`src/design/urxto_pkg.sv`:
```
// ----------------------------------------------------------------------------
// urxto_pkg
// Shared types and constants of the serial receiver with start timeout.
// ----------------------------------------------------------------------------
package urxto_pkg;

  localparam int unsigned DATA_BITS = 8;

  localparam int unsigned BIT_PERIOD_W = 16;
  localparam int unsigned TIMEOUT_W    = 24;
  localparam int unsigned CFG_DATA_W   = 24;
  localparam int unsigned BIT_INDEX_W  = 4;
  localparam int unsigned BYTE_W       = 8;

  localparam logic [BIT_PERIOD_W-1:0] BIT_PERIOD_RST = 16'd104;
  localparam logic [TIMEOUT_W-1:0]    TIMEOUT_RST    = 24'd20000;

  // configuration register indexes
  localparam logic CFG_BIT_PERIOD = 1'b0;
  localparam logic CFG_TIMEOUT    = 1'b1;

  // item kinds
  localparam logic CMD_TICK = 1'b0;
  localparam logic CMD_ARM  = 1'b1;

  typedef enum logic [2:0] {
    PH_IDLE   = 3'd0,
    PH_WAIT   = 3'd1,
    PH_START  = 3'd2,
    PH_DATA   = 3'd3,
    PH_STOP   = 3'd4,
    PH_FINISH = 3'd5
  } phase_t;

  typedef enum logic [1:0] {
    ST_OK          = 2'd0,
    ST_TIMEOUT     = 2'd1,
    ST_FALSE_START = 2'd2,
    ST_FRAMING     = 2'd3
  } status_t;

  typedef struct packed {
    logic              valid;
    logic [BYTE_W-1:0] data;
    status_t           status;
  } result_t;

endpackage

```
`src/design/uart_receiver_with_timeout.sv`:
```
// ----------------------------------------------------------------------------
// uart_receiver_with_timeout
// Tick-driven 8N1 serial receiver with start-bit timeout.
// ----------------------------------------------------------------------------
// Usage:
//   Slave stream: one transaction per sampling tick. tuser is the command
//   (0 = tick with line sample, 1 = arm a receive); tdata bit 0 is the
//   sampled line level. Arm once, then feed ticks.
//   Master stream: one transaction per finished reception: tdata is the
//   byte (zero on error), tuser the status (ok, timeout, false start,
//   framing error).
//   Config port: cfg_we with cfg_addr 0 writes the bit period in ticks,
//   cfg_addr 1 the start timeout in ticks (0 waits forever).
//   Result path: the tick that ends the reception passes the input register,
//   then its result is registered in the output register on the master side.
//   Throughput: 1 transaction per cycle unless a finishing tick waits for a
//   held result, set by the sequencer step between input and output register.
//   Reset: the receiver is idle and not armed; registers hold 104 and 20000.
//   Stall: ticks that give no result keep flowing while a result waits; a
//   tick that finishes a reception waits until the held result is taken.
// ----------------------------------------------------------------------------
module uart_receiver_with_timeout (
  input  logic                                clk,
  input  logic                                rst,
  input  logic                                s_axis_tvalid,
  output logic                                s_axis_tready,
  input  logic [7:0]                          s_axis_tdata,   // [0] rx_level
  input  logic                                s_axis_tuser,   // [0] cmd
  output logic                                m_axis_tvalid,
  input  logic                                m_axis_tready,
  output logic [7:0]                          m_axis_tdata,   // [7:0] data_byte
  output logic [1:0]                          m_axis_tuser,   // [1:0] status
  input  logic                                cfg_we,
  input  logic                                cfg_addr,
  input  logic [urxto_pkg::CFG_DATA_W-1:0]    cfg_wdata
);

  logic                                 in_valid;
  logic                                 in_cmd;
  logic                                 in_rx;
  logic                                 out_valid;
  logic [urxto_pkg::BYTE_W-1:0]         out_data;
  urxto_pkg::status_t                   out_status;
  logic [urxto_pkg::BIT_PERIOD_W-1:0]   bit_period;
  logic [urxto_pkg::TIMEOUT_W-1:0]      timeout_ticks;
  urxto_pkg::result_t                   res;
  logic                                 step;

  // a result-producing tick may only advance when the output slot frees up
  assign step = in_valid && (!res.valid || !out_valid || m_axis_tready);
  assign s_axis_tready = !in_valid || step;

  always_ff @(posedge clk) begin
    if (rst) begin
      bit_period    <= urxto_pkg::BIT_PERIOD_RST;
      timeout_ticks <= urxto_pkg::TIMEOUT_RST;
    end else if (cfg_we) begin
      unique case (cfg_addr)
        urxto_pkg::CFG_BIT_PERIOD: bit_period <= cfg_wdata[urxto_pkg::BIT_PERIOD_W-1:0];
        urxto_pkg::CFG_TIMEOUT:    timeout_ticks <= cfg_wdata[urxto_pkg::TIMEOUT_W-1:0];
        default: ;
      endcase
    end
  end

  always_ff @(posedge clk) begin
    if (rst) begin
      in_valid <= 1'b0;
    end else if (s_axis_tready) begin
      in_valid <= s_axis_tvalid;
    end
  end

  always_ff @(posedge clk) begin
    if (s_axis_tvalid && s_axis_tready) begin
      in_cmd <= s_axis_tuser;
      in_rx  <= s_axis_tdata[0];
    end
  end

  always_ff @(posedge clk) begin
    if (rst) begin
      out_valid <= 1'b0;
    end else if (step && res.valid) begin
      out_valid <= 1'b1;
    end else if (m_axis_tready) begin
      out_valid <= 1'b0;
    end
  end

  always_ff @(posedge clk) begin
    if (step && res.valid) begin
      out_data   <= res.data;
      out_status <= res.status;
    end
  end

  urxto_core u_core (
    .clk           (clk),
    .rst           (rst),
    .step          (step),
    .cmd           (in_cmd),
    .rx_level      (in_rx),
    .bit_period    (bit_period),
    .timeout_ticks (timeout_ticks),
    .res           (res)
  );

  assign m_axis_tvalid = out_valid;
  assign m_axis_tdata  = out_data;
  assign m_axis_tuser  = out_status;

endmodule

```
`src/design/urxto_core.sv`:
```
// ----------------------------------------------------------------------------
// urxto_core
// Receive sequencer: start detect, timeout, mid-bit sampling and stop check.
// ----------------------------------------------------------------------------
module urxto_core (
  input  logic                                 clk,
  input  logic                                 rst,
  input  logic                                 step,
  input  logic                                 cmd,
  input  logic                                 rx_level,
  input  logic [urxto_pkg::BIT_PERIOD_W-1:0]   bit_period,
  input  logic [urxto_pkg::TIMEOUT_W-1:0]      timeout_ticks,
  output urxto_pkg::result_t                   res
);

  urxto_pkg::phase_t                     phase, phase_next;
  logic [urxto_pkg::BIT_PERIOD_W-1:0]    wait_count, wait_count_next;
  logic [urxto_pkg::TIMEOUT_W-1:0]       timeout_count, timeout_count_next;
  logic [urxto_pkg::BIT_INDEX_W-1:0]     bit_index, bit_index_next;
  logic [urxto_pkg::BYTE_W-1:0]          shift_data, shift_data_next;
  urxto_pkg::status_t                    pending_status, pending_status_next;
  logic [urxto_pkg::BIT_PERIOD_W-1:0]    half;

  assign half = bit_period >> 1;

  always_ff @(posedge clk) begin
    if (rst) begin
      phase          <= urxto_pkg::PH_IDLE;
      wait_count     <= '0;
      timeout_count  <= '0;
      bit_index      <= '0;
      shift_data     <= '0;
      pending_status <= urxto_pkg::ST_OK;
    end else if (step) begin
      phase          <= phase_next;
      wait_count     <= wait_count_next;
      timeout_count  <= timeout_count_next;
      bit_index      <= bit_index_next;
      shift_data     <= shift_data_next;
      pending_status <= pending_status_next;
    end
  end

  always_comb begin
    phase_next          = phase;
    wait_count_next     = wait_count;
    timeout_count_next  = timeout_count;
    bit_index_next      = bit_index;
    shift_data_next     = shift_data;
    pending_status_next = pending_status;
    res.valid           = 1'b0;
    res.data            = '0;
    res.status          = urxto_pkg::ST_OK;

    if (cmd == urxto_pkg::CMD_ARM) begin
      phase_next          = urxto_pkg::PH_WAIT;
      timeout_count_next  = timeout_ticks;
      wait_count_next     = '0;
      bit_index_next      = '0;
      shift_data_next     = '0;
      pending_status_next = urxto_pkg::ST_OK;
    end else if (phase == urxto_pkg::PH_IDLE) begin
      phase_next = urxto_pkg::PH_IDLE;
    end else if (phase == urxto_pkg::PH_WAIT) begin
      if (!rx_level) begin
        phase_next      = urxto_pkg::PH_START;
        wait_count_next = half;
      end else if (timeout_ticks != '0) begin
        if (timeout_count == '0) begin
          phase_next = urxto_pkg::PH_IDLE;
          res.valid  = 1'b1;
          res.status = urxto_pkg::ST_TIMEOUT;
        end else begin
          timeout_count_next = timeout_count - 1'b1;
        end
      end
    end else if (wait_count > 16'd1) begin
      wait_count_next = wait_count - 1'b1;
    end else begin
      wait_count_next = '0;
      unique case (phase)
        urxto_pkg::PH_START: begin
          if (rx_level) begin
            pending_status_next = urxto_pkg::ST_FALSE_START;
            phase_next          = urxto_pkg::PH_FINISH;
            wait_count_next     = half;
          end else begin
            bit_index_next  = '0;
            shift_data_next = '0;
            phase_next      = urxto_pkg::PH_DATA;
            wait_count_next = bit_period;
          end
        end
        urxto_pkg::PH_DATA: begin
          // a set bit is stored at its bit index; only indexes below the byte width are stored
          if (rx_level && (bit_index < 4'(urxto_pkg::BYTE_W)))
            shift_data_next = shift_data | (8'd1 << bit_index[2:0]);
          bit_index_next = bit_index + 1'b1;
          if ((bit_index + 1'b1) >= 4'(urxto_pkg::DATA_BITS))
            phase_next = urxto_pkg::PH_STOP;
          wait_count_next = bit_period;
        end
        urxto_pkg::PH_STOP: begin
          pending_status_next = rx_level ? urxto_pkg::ST_OK : urxto_pkg::ST_FRAMING;
          phase_next          = urxto_pkg::PH_FINISH;
          wait_count_next     = half;
        end
        urxto_pkg::PH_FINISH: begin
          res.valid  = 1'b1;
          res.data   = (pending_status == urxto_pkg::ST_OK) ? shift_data : '0;
          res.status = pending_status;
          phase_next = urxto_pkg::PH_IDLE;
        end
        default: begin
          phase_next = urxto_pkg::PH_IDLE;
        end
      endcase
    end
  end

`ifndef ASSERT_OFF
  a_res_phase: assert property (@(posedge clk) disable iff (rst)
    res.valid |-> (phase == urxto_pkg::PH_WAIT || phase == urxto_pkg::PH_FINISH))
    else $error("result outside wait or finish phase");

  a_timeout_from_wait: assert property (@(posedge clk) disable iff (rst)
    (res.valid && res.status == urxto_pkg::ST_TIMEOUT) |-> (phase == urxto_pkg::PH_WAIT))
    else $error("timeout reported outside wait phase");

  a_bit_index_range: assert property (@(posedge clk) disable iff (rst)
    bit_index <= 4'(urxto_pkg::DATA_BITS))
    else $error("bit index past data width");

  a_arm: assert property (@(posedge clk) disable iff (rst)
    (step && cmd == urxto_pkg::CMD_ARM) |=> (phase == urxto_pkg::PH_WAIT && bit_index == '0))
    else $error("arm did not restart reception");
`endif

endmodule
```
`config.mk`:
```
export PLATFORM = sky130hd
export DESIGN_NAME = uart_receiver_with_timeout
export DESIGN_NICKNAME = d
export VERILOG_FILES = /design/src/design/urxto_pkg.sv /design/src/design/uart_receiver_with_timeout.sv /design/src/design/urxto_core.sv
export SDC_FILE = /design/constraint.sdc
export NUM_CORES = 1
export LEC_CHECK = 0
export BUFFER_PORTS_ARGS = -buffer_cell sky130_fd_sc_hd__buf_2
export CORE_AREA = 2 2 126 128
export CTS_CLUSTER_DIAMETER = 50
export DETAILED_ROUTE_END_ITERATION = 8
export DIE_AREA = 0 0 128 130
export MAX_ROUTING_LAYER = met4
export SYNTH_ARGS = -nofsm -noshare
export SYNTH_HDL_FRONTEND = slang
export SYNTH_SLANG_ARGS = --single-unit
```
`constraint.sdc`:
```
create_clock -name clk -period 2.7 [get_ports clk]
set_input_delay 0.135 -clock clk [delete_from_list [all_inputs] [get_ports clk]]
set_output_delay 0.135 -clock clk [all_outputs]
set_load 0.05 [all_outputs]
```
==> results.json, run 1 <==
{
  "gp_congestion": 0.927,
  "synth_cells": 761,
  "nNetsFinal": 873,
  "synth_most_common_cell": "nand2_1",
  "gr-usage-all-layers_pct": 22.0,
  "ant_nets": 0,
  "worst_setup_path_start_kind": "flop",
  "drive_above_1_share_pct": 19.1,
  "grt_max_degree": 67,
  "slew_violations": 0,
  "cp_top_family": "simple AND/OR/NAND/NOR gates",
  "dr.pass1.iters": 5,
  "crit_path_end_kind": "primary output",
  "critPathMaxFanout": 8,
  "setup_violations": 1,
  "max_clock_freq_mhz": 354,
  "setup_tns_ns": -0.124,
  "clock-sinks": 111,
  "power.density_nw_per_um2": 649,
  "antenna_found_initial": 0,
  "post-place-cells": 990,
  "crit_type": "flop to primary output",
  "outcome": "complete, but fails checks",
  "dp_hpwl_um": 12400,
  "clock_skew_ns": 0.00743,
  "max_stage_delay_ns": 0.53,
  "worstPathRequired_ns": 2.57,
  "placementRows": 46,
  "slew_headroom_pct": 18.3,
  "grt_pass1_vias": 5543,
  "vdd_drop_max_mv": 0.348,
  "failed_checks": "negative setup slack",
  "fin_ws_ns": -0.124,
  "ys_seq_area_share_pct": 39.2,
  "vias": 5988,
  "htree_levels": 3,
  "area_delta_synth_final_pct": 19.5,
  "p_total_w": 0.00463,
  "n_fill_cell": 1543,
  "synthTopCellsByCount": "130 x nand2_1, 99 x dfxtp_1, 83 x a21oi_1",
  "hold_viol_final": 0,
  "worst_pin_slew_ns": 1.22,
  "wl_um": 17700,
  "grt-ovfl-total": 0,
  "grt_pass1_wl_um": 28200,
  "whs_ns": 0.00665,
  "critPathBufInv": 2,
  "synth_flop_cell": "dfxtp_1",
  "min_path_type": "input pin to flop",
  "avgSynthCellArea_um2": 7.85,
  "avgRoutedWirePerCell_um": 17.3,
  "drv_cap": 0,
  "ys_top_cells_by_area": "dfxtp_1 33%, nand2_1 8.2%, a21oi_1 7.0%",
  "drc": 0,
  "core_um2": 15400,
  "period_share_pct": 105,
  "critPathArrivalTime_ns": 2.69,
  "cts_buffer_depth": 2,
  "n_antenna_cell": 0,
  "p_leak_nw": 2.67,
  "path_cells": "nor4_1, nand2b_1, or3_1, o21ai_2, buf_4, nand4_1, buf_6",
  "syn_nets": 810,
  "ys_warn_count": 0,
  "io_buffers": 43,
  "initial_core_util_pct": 38.7,
  "async_flop_share_pct": 0,
  "cts_made_buffers": 9,
  "fin_cells": 1021,
  "final_core_util_pct": 46.3,
  "synth-edff-count": 12,
  "die_width_um": 128,
  "synth_top_area_share_pct": 33.2,
  "yosys.cell_types.count": 66,
  "die_y_um": 130,
  "cts_tree": "built",
  "fin_crit_ns": 2.82,
  "crit_path_top_delay_cell": "or3_1",
  "synth_area_um2": 5970,
  "cts_root_buf": "clkbuf_16",
  "synth_seq_cells": 111,
  "drt_iter0_markers": 556,
  "die_area_um2": 16600,
  "clkTransAtPathRegs_ns": 0.07,
  "ios": 51,
  "via_per_inst": 5.86,
  "clkLatencyLatePin_ns": 0.36,
  "rsz0062_at_grt": "true",
  "synth_largest_area_cell": "dfxtp_1"
}
[stage by stage]
stage | worst slack (ns) | cell area [um2]
2_1_floorplan | -0.392 | 6000
3_3_place_gp | 0.0564 | 6590
3_5_place_dp | 0.0182 | 6590
4_1_cts | -0.118 | 6970
5_1_grt | -0.177 | 7140
6_report | -0.124 | 7140
[logic make-up (layout without fill, tap and decap cells)]
kind of cell | count (synthesis) | count (layout) | synth area share (%)
simple gates | 344 | 344 | 28.5
compound gates | 210 | 210 | 22.8
flops | 111 | 111 | 39.2
buf+inv | 71 | 139 | 5.17
xor+xnor | 13 | 13 | 1.91
fa+ha+maj | 10 | 10 | 2.09
mux | 2 | 2 | 0.335
[state kept, by name, summed over array words and instances, names as in the netlist, 2 cells and up]
register / flops
u_core.bit_index: 4
m_axis_tdata: 8
u_core.pending_status: 2
u_core.wait_count: 16
bit_period: 16
m_axis_tuser: 2
u_core.timeout_count: 24
u_core.shift_data: 8
timeout_ticks: 24
u_core.phase: 3
[per-layer routing]
layer	up-vias	GRT usage (%)	share of wire (%)
li1	2905	-	-
met1	2861	29.0	47
met2	205	34.7	46
met3	17	3.28	5.8
met4	0	7.50	1.4
met5	-	-	0
[where the power goes]
| group | internal, W | switching, W |
|---|---|---|
| Clock | 0.000733 | 0.000664 |
| Sequential | 0.00174 | 0.0000846 |
| Combinational | 0.000613 | 0.000801 |
| Total | 0.00308 | 0.00155 |
[tightest hold or removal path, stage by stage]
cell and delay [ns]:
buf_2 0.09, nand2_1 0.04, a21oi_1 0.05
[layout by cell type, fill, tap and decap left out, drive strengths merged, types with 4 or more instances in the layout]
| cell type | netlist | final |
|---|---|---|
| dfxtp | 99 | 99 |
| nor2b | 11 | 11 |
| ha | 10 | 10 |
| nand3 | 24 | 24 |
| inv | 16 | 20 |
| and2 | 13 | 13 |
| buf | 18 | 102 |
| nor2 | 52 | 52 |
| a311oi | 4 | 4 |
| a22oi | 7 | 7 |
| a221o | 6 | 6 |
| edfxtp | 12 | 12 |
| xor2 | 4 | 4 |
| nand3b | 4 | 4 |
| nor4 | 29 | 29 |
| xnor2 | 9 | 9 |
| and3 | 4 | 4 |
| o21ai | 29 | 29 |
| a32oi | 5 | 5 |
| o32ai | 6 | 6 |
| o31ai | 10 | 10 |
| nand2 | 130 | 130 |
| or3 | 12 | 12 |
| nor3 | 27 | 27 |
| or4 | 10 | 10 |
| a31oi | 13 | 13 |
| a31o | 10 | 10 |
| nand2b | 7 | 7 |
| nand4 | 12 | 12 |
| a21oi | 84 | 84 |
| o211ai | 9 | 9 |
| clkbuf | 37 | 11 |
| or2 | 4 | 4 |
| a211oi | 8 | 8 |
[worst paths after layout]
| check | startpoint | end | slack (ns) | cells past startpoint |
|---|---|---|---|---|
| max | u_core.timeout_count[15]$_SDFFE_PP0P_ | s_axis_tready | -0.12 | 7 |
| min | cfg_wdata[17] | timeout_ticks[17]$_SDFFE_PP0P_ | 0.007 | 3 |
| max reg2reg | u_core.wait_count[13]$_SDFFE_PP0P_ | u_core.shift_data[5]$_SDFFE_PP0P_ | 0.05 | 10 |
| min reg2reg | timeout_ticks[1]$_SDFFE_PP0P_ | timeout_ticks[1]$_SDFFE_PP0P_ | 0.48 | 2 |
[area by class of cell]
class	count	area [um2]	share of cell area, %
flip-flops and latches	111	2350	32.9
inverters	16	60.1	0.841
clock inverters	7	77.6	1.09
repair buffers	107	797	11.2
well taps	192	240	3.36
multi-input cells	579	3390	47.5
clock buffers	9	225	3.15
[repair_timing]
item                                   CTS  global route
gates resized for setup                  6            18
endpoints found under the hold margin    3             0
setup endpoints to repair                1            38
cloned                                   0             2
pin swaps                                4             7
setup buffers                            4             6
hold buffers                             3             0
Power figures use the tool's default switching activity.
==> run 2, diff against run 1 <==
--- a/config.mk
+++ b/config.mk
@@ -6,9 +6,10 @@
 export NUM_CORES = 1
 export LEC_CHECK = 0
+export ABC_AREA = 1
 export BUFFER_PORTS_ARGS = -buffer_cell sky130_fd_sc_hd__buf_2
-export CORE_AREA = 2 2 126 128
+export CORE_AREA = 2 2 128 130
 export CTS_CLUSTER_DIAMETER = 50
 export DETAILED_ROUTE_END_ITERATION = 8
-export DIE_AREA = 0 0 128 130
+export DIE_AREA = 0 0 130 132
 export MAX_ROUTING_LAYER = met4
 export SYNTH_ARGS = -nofsm -noshare
==> constraint.sdc (replaced) <==
create_clock -name clk -period 2.7 [get_ports clk]
set_input_delay 0.135 -clock clk [delete_from_list [all_inputs] [get_ports clk]]
set_output_delay 0.135 -clock clk [all_outputs]
set_load 0.005 [all_outputs]
==> run 2 against run 1 <==
  * The flow now finishes without violations
  * Cell count rose by 18%
  * Flip-flop and latch count stayed put
  * Synthesized area up 4.1%
  * Highest routed layer unchanged
  * Sequential share of layout area up 0.80 points
  * Design area shrank 2.6%
==> results.json, run 2 <==
{
  "synth_most_common_cell": "nor2_1",
  "hold_viol_final": 0,
  "slew_violations": 0,
  "rr_endpoint": "u_core.timeout_count[4]$_SDFFE_PP0P_",
  "r2r_setup_slack_ns": 0.49,
  "placementRows": 46,
  "crit_type": "flop to primary output",
  "worstPathRequired_ns": 2.57,
  "vdd_drop_max_mv": 0.378,
  "place_area_um2": 6640,
  "setup_tns_ns": 0,
  "dr.pass1.iters": 5,
  "synth_top_area_share_pct": 31.9,
  "area_delta_synth_final_pct": 11.8,
  "layout_commonest_cell": "nor2_1",
  "gp_congestion": 0.870,
  "cts_made_buffers": 9,
  "synth_flop_cell": "dfxtp_1",
  "dp_hpwl_um": 11700,
  "vias": 5901,
  "antenna_found_initial": 0,
  "initial_core_util_pct": 39.6,
  "p_total_w": 0.00416,
  "async_flop_share_pct": 0,
  "drv_cap": 0,
  "drive_above_1_share_pct": 10.3,
  "cts_hold_buffers": 3,
  "clock_skew_ns": 0.0145,
  "grt_pass1_vias": 5371,
  "post-place-cells": 1186,
  "power.density_nw_per_um2": 599,
  "n_fill_cell": 1696,
  "max_clock_freq_mhz": 448,
  "die_area_um2": 17200,
  "synth_cells": 948,
  "synth_largest_area_cell": "dfxtp_1",
  "rr_worst_depth": 14,
  "worst_pin_slew_ns": 0.679,
  "post-cts-setup-buffer-count": 0,
  "ant_nets": 0,
  "crit_path_end_kind": "primary output",
  "top_regs": "timeout_ticks x24, u_core.timeout_count x24",
  "ctsResizeCount": 0,
  "drt_iter0_markers": 450,
  "wl_um": 16300,
  "clkTransAtPathRegs_ns": 0.08,
  "grt-ovfl-total": 0,
  "core_um2": 15700,
  "cts_root_buf": "clkbuf_16",
  "multiInputGateArea_um2": 3320,
  "fin_cells": 1205,
  "slew_headroom_pct": 54.7,
  "nNetsFinal": 1033,
  "critPathArrivalTime_ns": 2.10,
  "cts_buffer_depth": 2,
  "startpoint": "u_core.wait_count[0]$_SDFFE_PP0P_",
  "rsz0062_at_grt": "false",
  "ys_warn_count": 0,
  "synth_area_um2": 6220,
  "ys_seq_area_share_pct": 37.7,
  "p_leak_nw": 3.17,
  "fin_crit_ns": 2.23,
  "outcome": "finished clean",
  "syn_nets": 997,
  "period_share_pct": 82.6,
  "final_area_um2": 6950,
  "clkLatencyLatePin_ns": 0.36,
  "r2r_start": "u_core.timeout_count[0]$_SDFFE_PP0P_",
  "grt_pass1_wl_um": 26800,
  "synth-edff-count": 12,
  "avgRoutedWirePerCell_um": 13.5,
  "drc": 0,
  "critPathMaxFanout": 5,
  "ios": 51,
  "synthTopCellsByCount": "229 x nor2_1, 186 x nand2_1, 101 x inv_1",
  "setup_violations": 0,
  "endpoint": "s_axis_tready",
  "avgSynthCellArea_um2": 6.56,
  "regArea_um2": 2340,
  "ys_top_cells_by_area": "dfxtp_1 32%, nor2_1 14%, nand2_1 11%",
  "n_antenna_cell": 0,
  "grt_max_degree": 52,
  "cts_tree": "built",
  "die_y_um": 132,
  "clock-sinks": 111,
  "layout_common_cells": "229 x nor2_1, 186 x nand2_1, 100 x inv_1, 99 x dfxtp_1, 96 x o21ai_0",
  "min_path_type": "input pin to flop",
  "yosys.cell_types.count": 46,
  "io_buffers": 43,
  "via_per_inst": 4.90,
  "gr-usage-all-layers_pct": 20.1,
  "die_width_um": 130,
  "synth_seq_cells": 111,
  "htree_levels": 3,
  "worst_setup_path_start_kind": "flop"
}
[run 2: changes by cell type after synthesis, moves of 16 or more]
cell / previous run / this run
inv_1: 16 / 101
nor3_1: 27 / 7
nand2_1: 130 / 186
nand3_1: 24 / 40
nor2_1: 51 / 229
o21ai_0: 24 / 96
nor4_1: 27 / 1
clkbuf_1: 37 / 21
a21oi_1: 83 / 33
[run 2: logic make-up after synthesis]
| group | count (synthesis) | share of synthesized area (%) |
|---|---|---|
| buffers and inverters | 138 | 8.97 |
| adder cells (fa/ha/maj) | 10 | 2.01 |
| AND/OR/NAND/NOR | 499 | 33.4 |
| XOR/XNOR | 21 | 2.96 |
| flip-flops | 111 | 37.7 |
| AO/OA/AOI/OAI | 169 | 15.0 |
[run 2: where the power goes]
part           internal [W]  switching, W  leakage, nW  total [W]
registers           0.00175     0.0000860        0.924    0.00184
logic              0.000358      0.000648         2.11    0.00101
clock network      0.000644      0.000676        0.137    0.00132
[run 2: critical path, cell delays in order (launching register included)]
cell and delay (ns):
dfxtp_1 0.32, inv_1 0.14, ha_1 0.22, nand2_2 0.09, o21ai_1 0.21, nand4_1 0.20, nand2_2 0.15, nand2_1 0.07
inv_1 0.07, nand3_1 0.11, buf_2 0.16
[run 2: area by class of cell]
type	instances	share of cell area (%)
Multi-Input combinational cell	699	47.8
Sequential cell	111	33.7
Inverter	106	5.76
Timing Repair Buffer	57	4.89
Tap cell	216	3.89
Clock buffer	10	3.29
Clock inverter	6	0.720
[run 2: worst min path at each step]
stage	endpoint	depth (start not counted)	startpoint	slack, ns
after floorplan	in_cmd$_DFFE_PP_	0	s_axis_tuser	0.23
after global placement	in_rx$_DFFE_PP_	1	s_axis_tdata[0]	0.31
after detailed placement	in_cmd$_DFFE_PP_	1	s_axis_tuser	0.31
after CTS	timeout_ticks[14]$_SDFFE_PP1P_	3	cfg_wdata[14]	0.008
after global routing	bit_period[15]$_SDFFE_PP0P_	3	cfg_wdata[15]	0.02
final	timeout_ticks[10]$_SDFFE_PP1P_	3	cfg_wdata[10]	0.02
[run 2: metrics by stage]
stage	utilization [%]	setup WS, ns	hold slack, ns
3_5_place_dp	42.3	0.483	0.315
2_1_floorplan	-	0.746	0.234
5_1_grt	44.3	0.228	0.0217
3_3_place_gp	42.3	0.490	0.314
6_report	44.3	0.469	0.0186
4_1_cts	44.3	0.427	0.00823
[run 2: metal layers]
metal,routed length (um),track usage [%]
met2,7290,31.1
met1,7820,26.9
met4,269,6.03
met3,882,3.45
met5,0,-
==> run 3, diff against run 2 <==
clock period = 2.3 ns   (was 2.7 ns; I/O delays follow)
==> run 3 against run 2 <==
  * Clock skew is 0.0025 ns lower
  * Global-route usage is 0.27 points higher
  * Flip-flop and latch count stayed put
  * Count of clock-buffer cells in the layout stayed put
  * Sequential power is 17% higher
  * Clock power is 24% higher
  * Cell count is 2.2% higher
  * Die area stayed put
  * Utilization is 1.8 points higher
  * Non-clock buffer count is 25 higher
  * Routed wire length is 3.5% higher
  * Combinational power is 24% higher
  * Critical endpoint is now m_axis_tdata[5]$_SDFFCE_PP0P_
  * Highest routed layer unchanged
==> results.json, run 3 (synthesized netlist as in run 2, its figures left out) <==
{
  "fin_cells": 1231,
  "ant_nets": 0,
  "grt_pass1_wl_um": 27200,
  "cts_root_buf": "clkbuf_16",
  "dp_hpwl_um": 12000,
  "grt-ovfl-total": 0,
  "holdPathStages": 3,
  "crit_path_frequent_cell": "nand2_2",
  "p_leak_nw": 3.29,
  "rr_worst_depth": 12,
  "clkLatencyLatePin_ns": 0.36,
  "grt_pass1_vias": 5556,
  "clkTransAtPathRegs_ns": 0.08,
  "critPathArrivalTime_ns": 2.30,
  "clock-sinks": 111,
  "ios": 51,
  "cts_tree": "built",
  "critPathMaxFanout": 9,
  "r2r_start": "u_core.wait_count[1]$_SDFFE_PP0P_",
  "top_regs": "timeout_ticks x24, u_core.timeout_count x24",
  "gr-usage-all-layers_pct": 20.4,
  "grt_max_degree": 59,
  "die_area_um2": 17200,
  "drt_iter0_markers": 442,
  "slew_headroom_pct": 50.5,
  "avgRoutedWirePerCell_um": 13.7,
  "io_buffers": 43,
  "clock_skew_ns": 0.0120,
  "p_sw_share_pct": 34.0,
  "die_y_um": 132,
  "drive_above_1_share_pct": 12.6,
  "p_comb_share_pct": 24.8,
  "n_fill_cell": 1672,
  "p_seq_share_pct": 42.7,
  "p_sw_w": 0.00172,
  "p_clk_share_pct": 32.5,
  "rr_endpoint": "m_axis_tdata[5]$_SDFFCE_PP0P_",
  "initial_core_util_pct": 39.6,
  "crit_path_end_kind": "flop",
  "max_stage_delay_ns": 0.31,
  "slew_violations": 0,
  "area_delta_synth_final_pct": 16.3,
  "hold_viol_final": 0,
  "layout_commonest_cell": "nor2_1",
  "drv_cap": 0,
  "p_int_w": 0.00333,
  "placementRows": 46,
  "min_path_type": "input pin to flop",
  "vdd_drop_max_mv": 0.349,
  "core_um2": 15700,
  "whs_ns": 0.0107,
  "wl_um": 16800,
  "rsz0062_at_grt": "true",
  "worstPathRequired_ns": 2.44,
  "gp_congestion": 0.865,
  "n_antenna_cell": 0,
  "die_width_um": 130,
  "via_per_inst": 4.91,
  "fin_crit_ns": 2.16,
  "crit_path_top_delay_cell": "dfxtp_1",
  "htree_levels": 3,
  "worstHoldEndpoint": "timeout_ticks[10]$_SDFFE_PP1P_",
  "nNetsFinal": 1059,
  "worst_setup_path_start_kind": "flop",
  "antenna_found_initial": 0,
  "cts_made_buffers": 9,
  "setup_violations": 0,
  "crit_type": "flop to flop",
  "layout_common_cells": "226 x nor2_1, 185 x nand2_1, 99 x inv_1, 99 x dfxtp_1, 96 x o21ai_0",
  "period_share_pct": 94.0,
  "vias": 6042,
  "outcome": "finished clean",
  "path_cells": "inv_1, ha_2, nand2_2, o21ai_2, nand4_1, nand2_2, nand3_4, nand2_4, inv_4, nand2_1, clkinvlp_4, buf_12",
  "power.density_nw_per_um2": 698,
  "cts_buffer_depth": 2,
  "r2r_setup_slack_ns": 0.14,
  "post-place-cells": 1199,
  "worst_pin_slew_ns": 0.742,
  "drc": 0,
  "hold_start": "cfg_wdata[10]",
  "dr.pass1.iters": 5,
  "max_clock_freq_mhz": 463
}
-- run 3: critical path: cells and delay by family, from the launching register on --
kind / cells / cell delay [ns]
AOI/OAI and AO/OA: 1 / 0.17
adders and majority gates: 1 / 0.21
buffers and inverters: 4 / 0.47
DFF: 1 / 0.31
and+or+nand+nor: 6 / 0.77
-- run 3: worst max-delay path by stage --
stage,startpoint,end,slack (ns)
final,u_core.wait_count[1]$_SDFFE_PP0P_,m_axis_tdata[5]$_SDFFCE_PP0P_,0.14
after global routing,u_core.wait_count[1]$_SDFFE_PP0P_,s_axis_tready,-0.02
after CTS,u_core.wait_count[1]$_SDFFE_PP0P_,s_axis_tready,0.10
after detailed placement,timeout_ticks[11]$_SDFFE_PP1P_,m_axis_tdata[6]$_SDFFCE_PP0P_,0.16
after global placement,timeout_ticks[11]$_SDFFE_PP1P_,m_axis_tdata[7]$_SDFFCE_PP0P_,0.21
after floorplan,u_core.wait_count[0]$_SDFFE_PP0P_,m_axis_tdata[0]$_SDFFCE_PP0P_,0.35
-- run 3: what timing repair did --
item,CTS,global route
hold endpoints to repair,14,0
resized for setup,0,8
buffers inserted,0,2
hold buffers,13,0
endpoints found under the setup margin,0,39
-- run 3: area by class of cell --
class | count | area [um2] | share of cell area (%)
Sequential cell | 111 | 2340 | 32.4
Multi-Input combinational cell | 700 | 3350 | 46.3
Timing Repair Buffer | 82 | 566 | 7.81
Tap cell | 216 | 270 | 3.73
Inverter | 106 | 404 | 5.58
Clock inverter | 6 | 67.6 | 0.934
Clock buffer | 10 | 239 | 3.30
-- run 3: power by group through the flow --
| stage | logic [W] | clock network (W) | registers [W] |
|---|---|---|---|
| 2_1_floorplan | 0.000886 | 0 | 0.00217 |
| 3_3_place_gp | 0.00120 | 0 | 0.00220 |
| 3_5_place_dp | 0.00120 | 0 | 0.00220 |
| 4_1_cts | 0.00123 | 0.00169 | 0.00216 |
| 5_1_grt | 0.00143 | 0.00176 | 0.00217 |
| 6_report | 0.00125 | 0.00164 | 0.00216 |
-- run 3: metal layers --
| layer | vias up | part of all wire, % | track usage [%] | wire, um |
|---|---|---|---|---|
| met2 | 149 | 46 | 31.8 | 7760 |
| met5 | - | 0 | - | 0 |
| met3 | 16 | 4.5 | 3.94 | 760 |
| met4 | 0 | 1.1 | 4.84 | 183 |
| met1 | 2730 | 48 | 27.2 | 8120 |
| li1 | 3147 | - | - | - |
-- run 3: metrics by stage --
stage / power, W / setup WS, ns / util, % / cell area, um2 / TNS (ns)
after detailed placement: 0.00341 / 0.165 / 42.9 / 6740 / 0
after floorplan: 0.00306 / 0.346 / - / 6220 / 0
after global placement: 0.00340 / 0.207 / 42.9 / 6740 / 0
after global routing: 0.00536 / -0.0158 / 46.1 / 7240 / -0.0311
final: 0.00505 / 0.139 / 46.1 / 7240 / 0
after CTS: 0.00508 / 0.104 / 45.7 / 7180 / 0
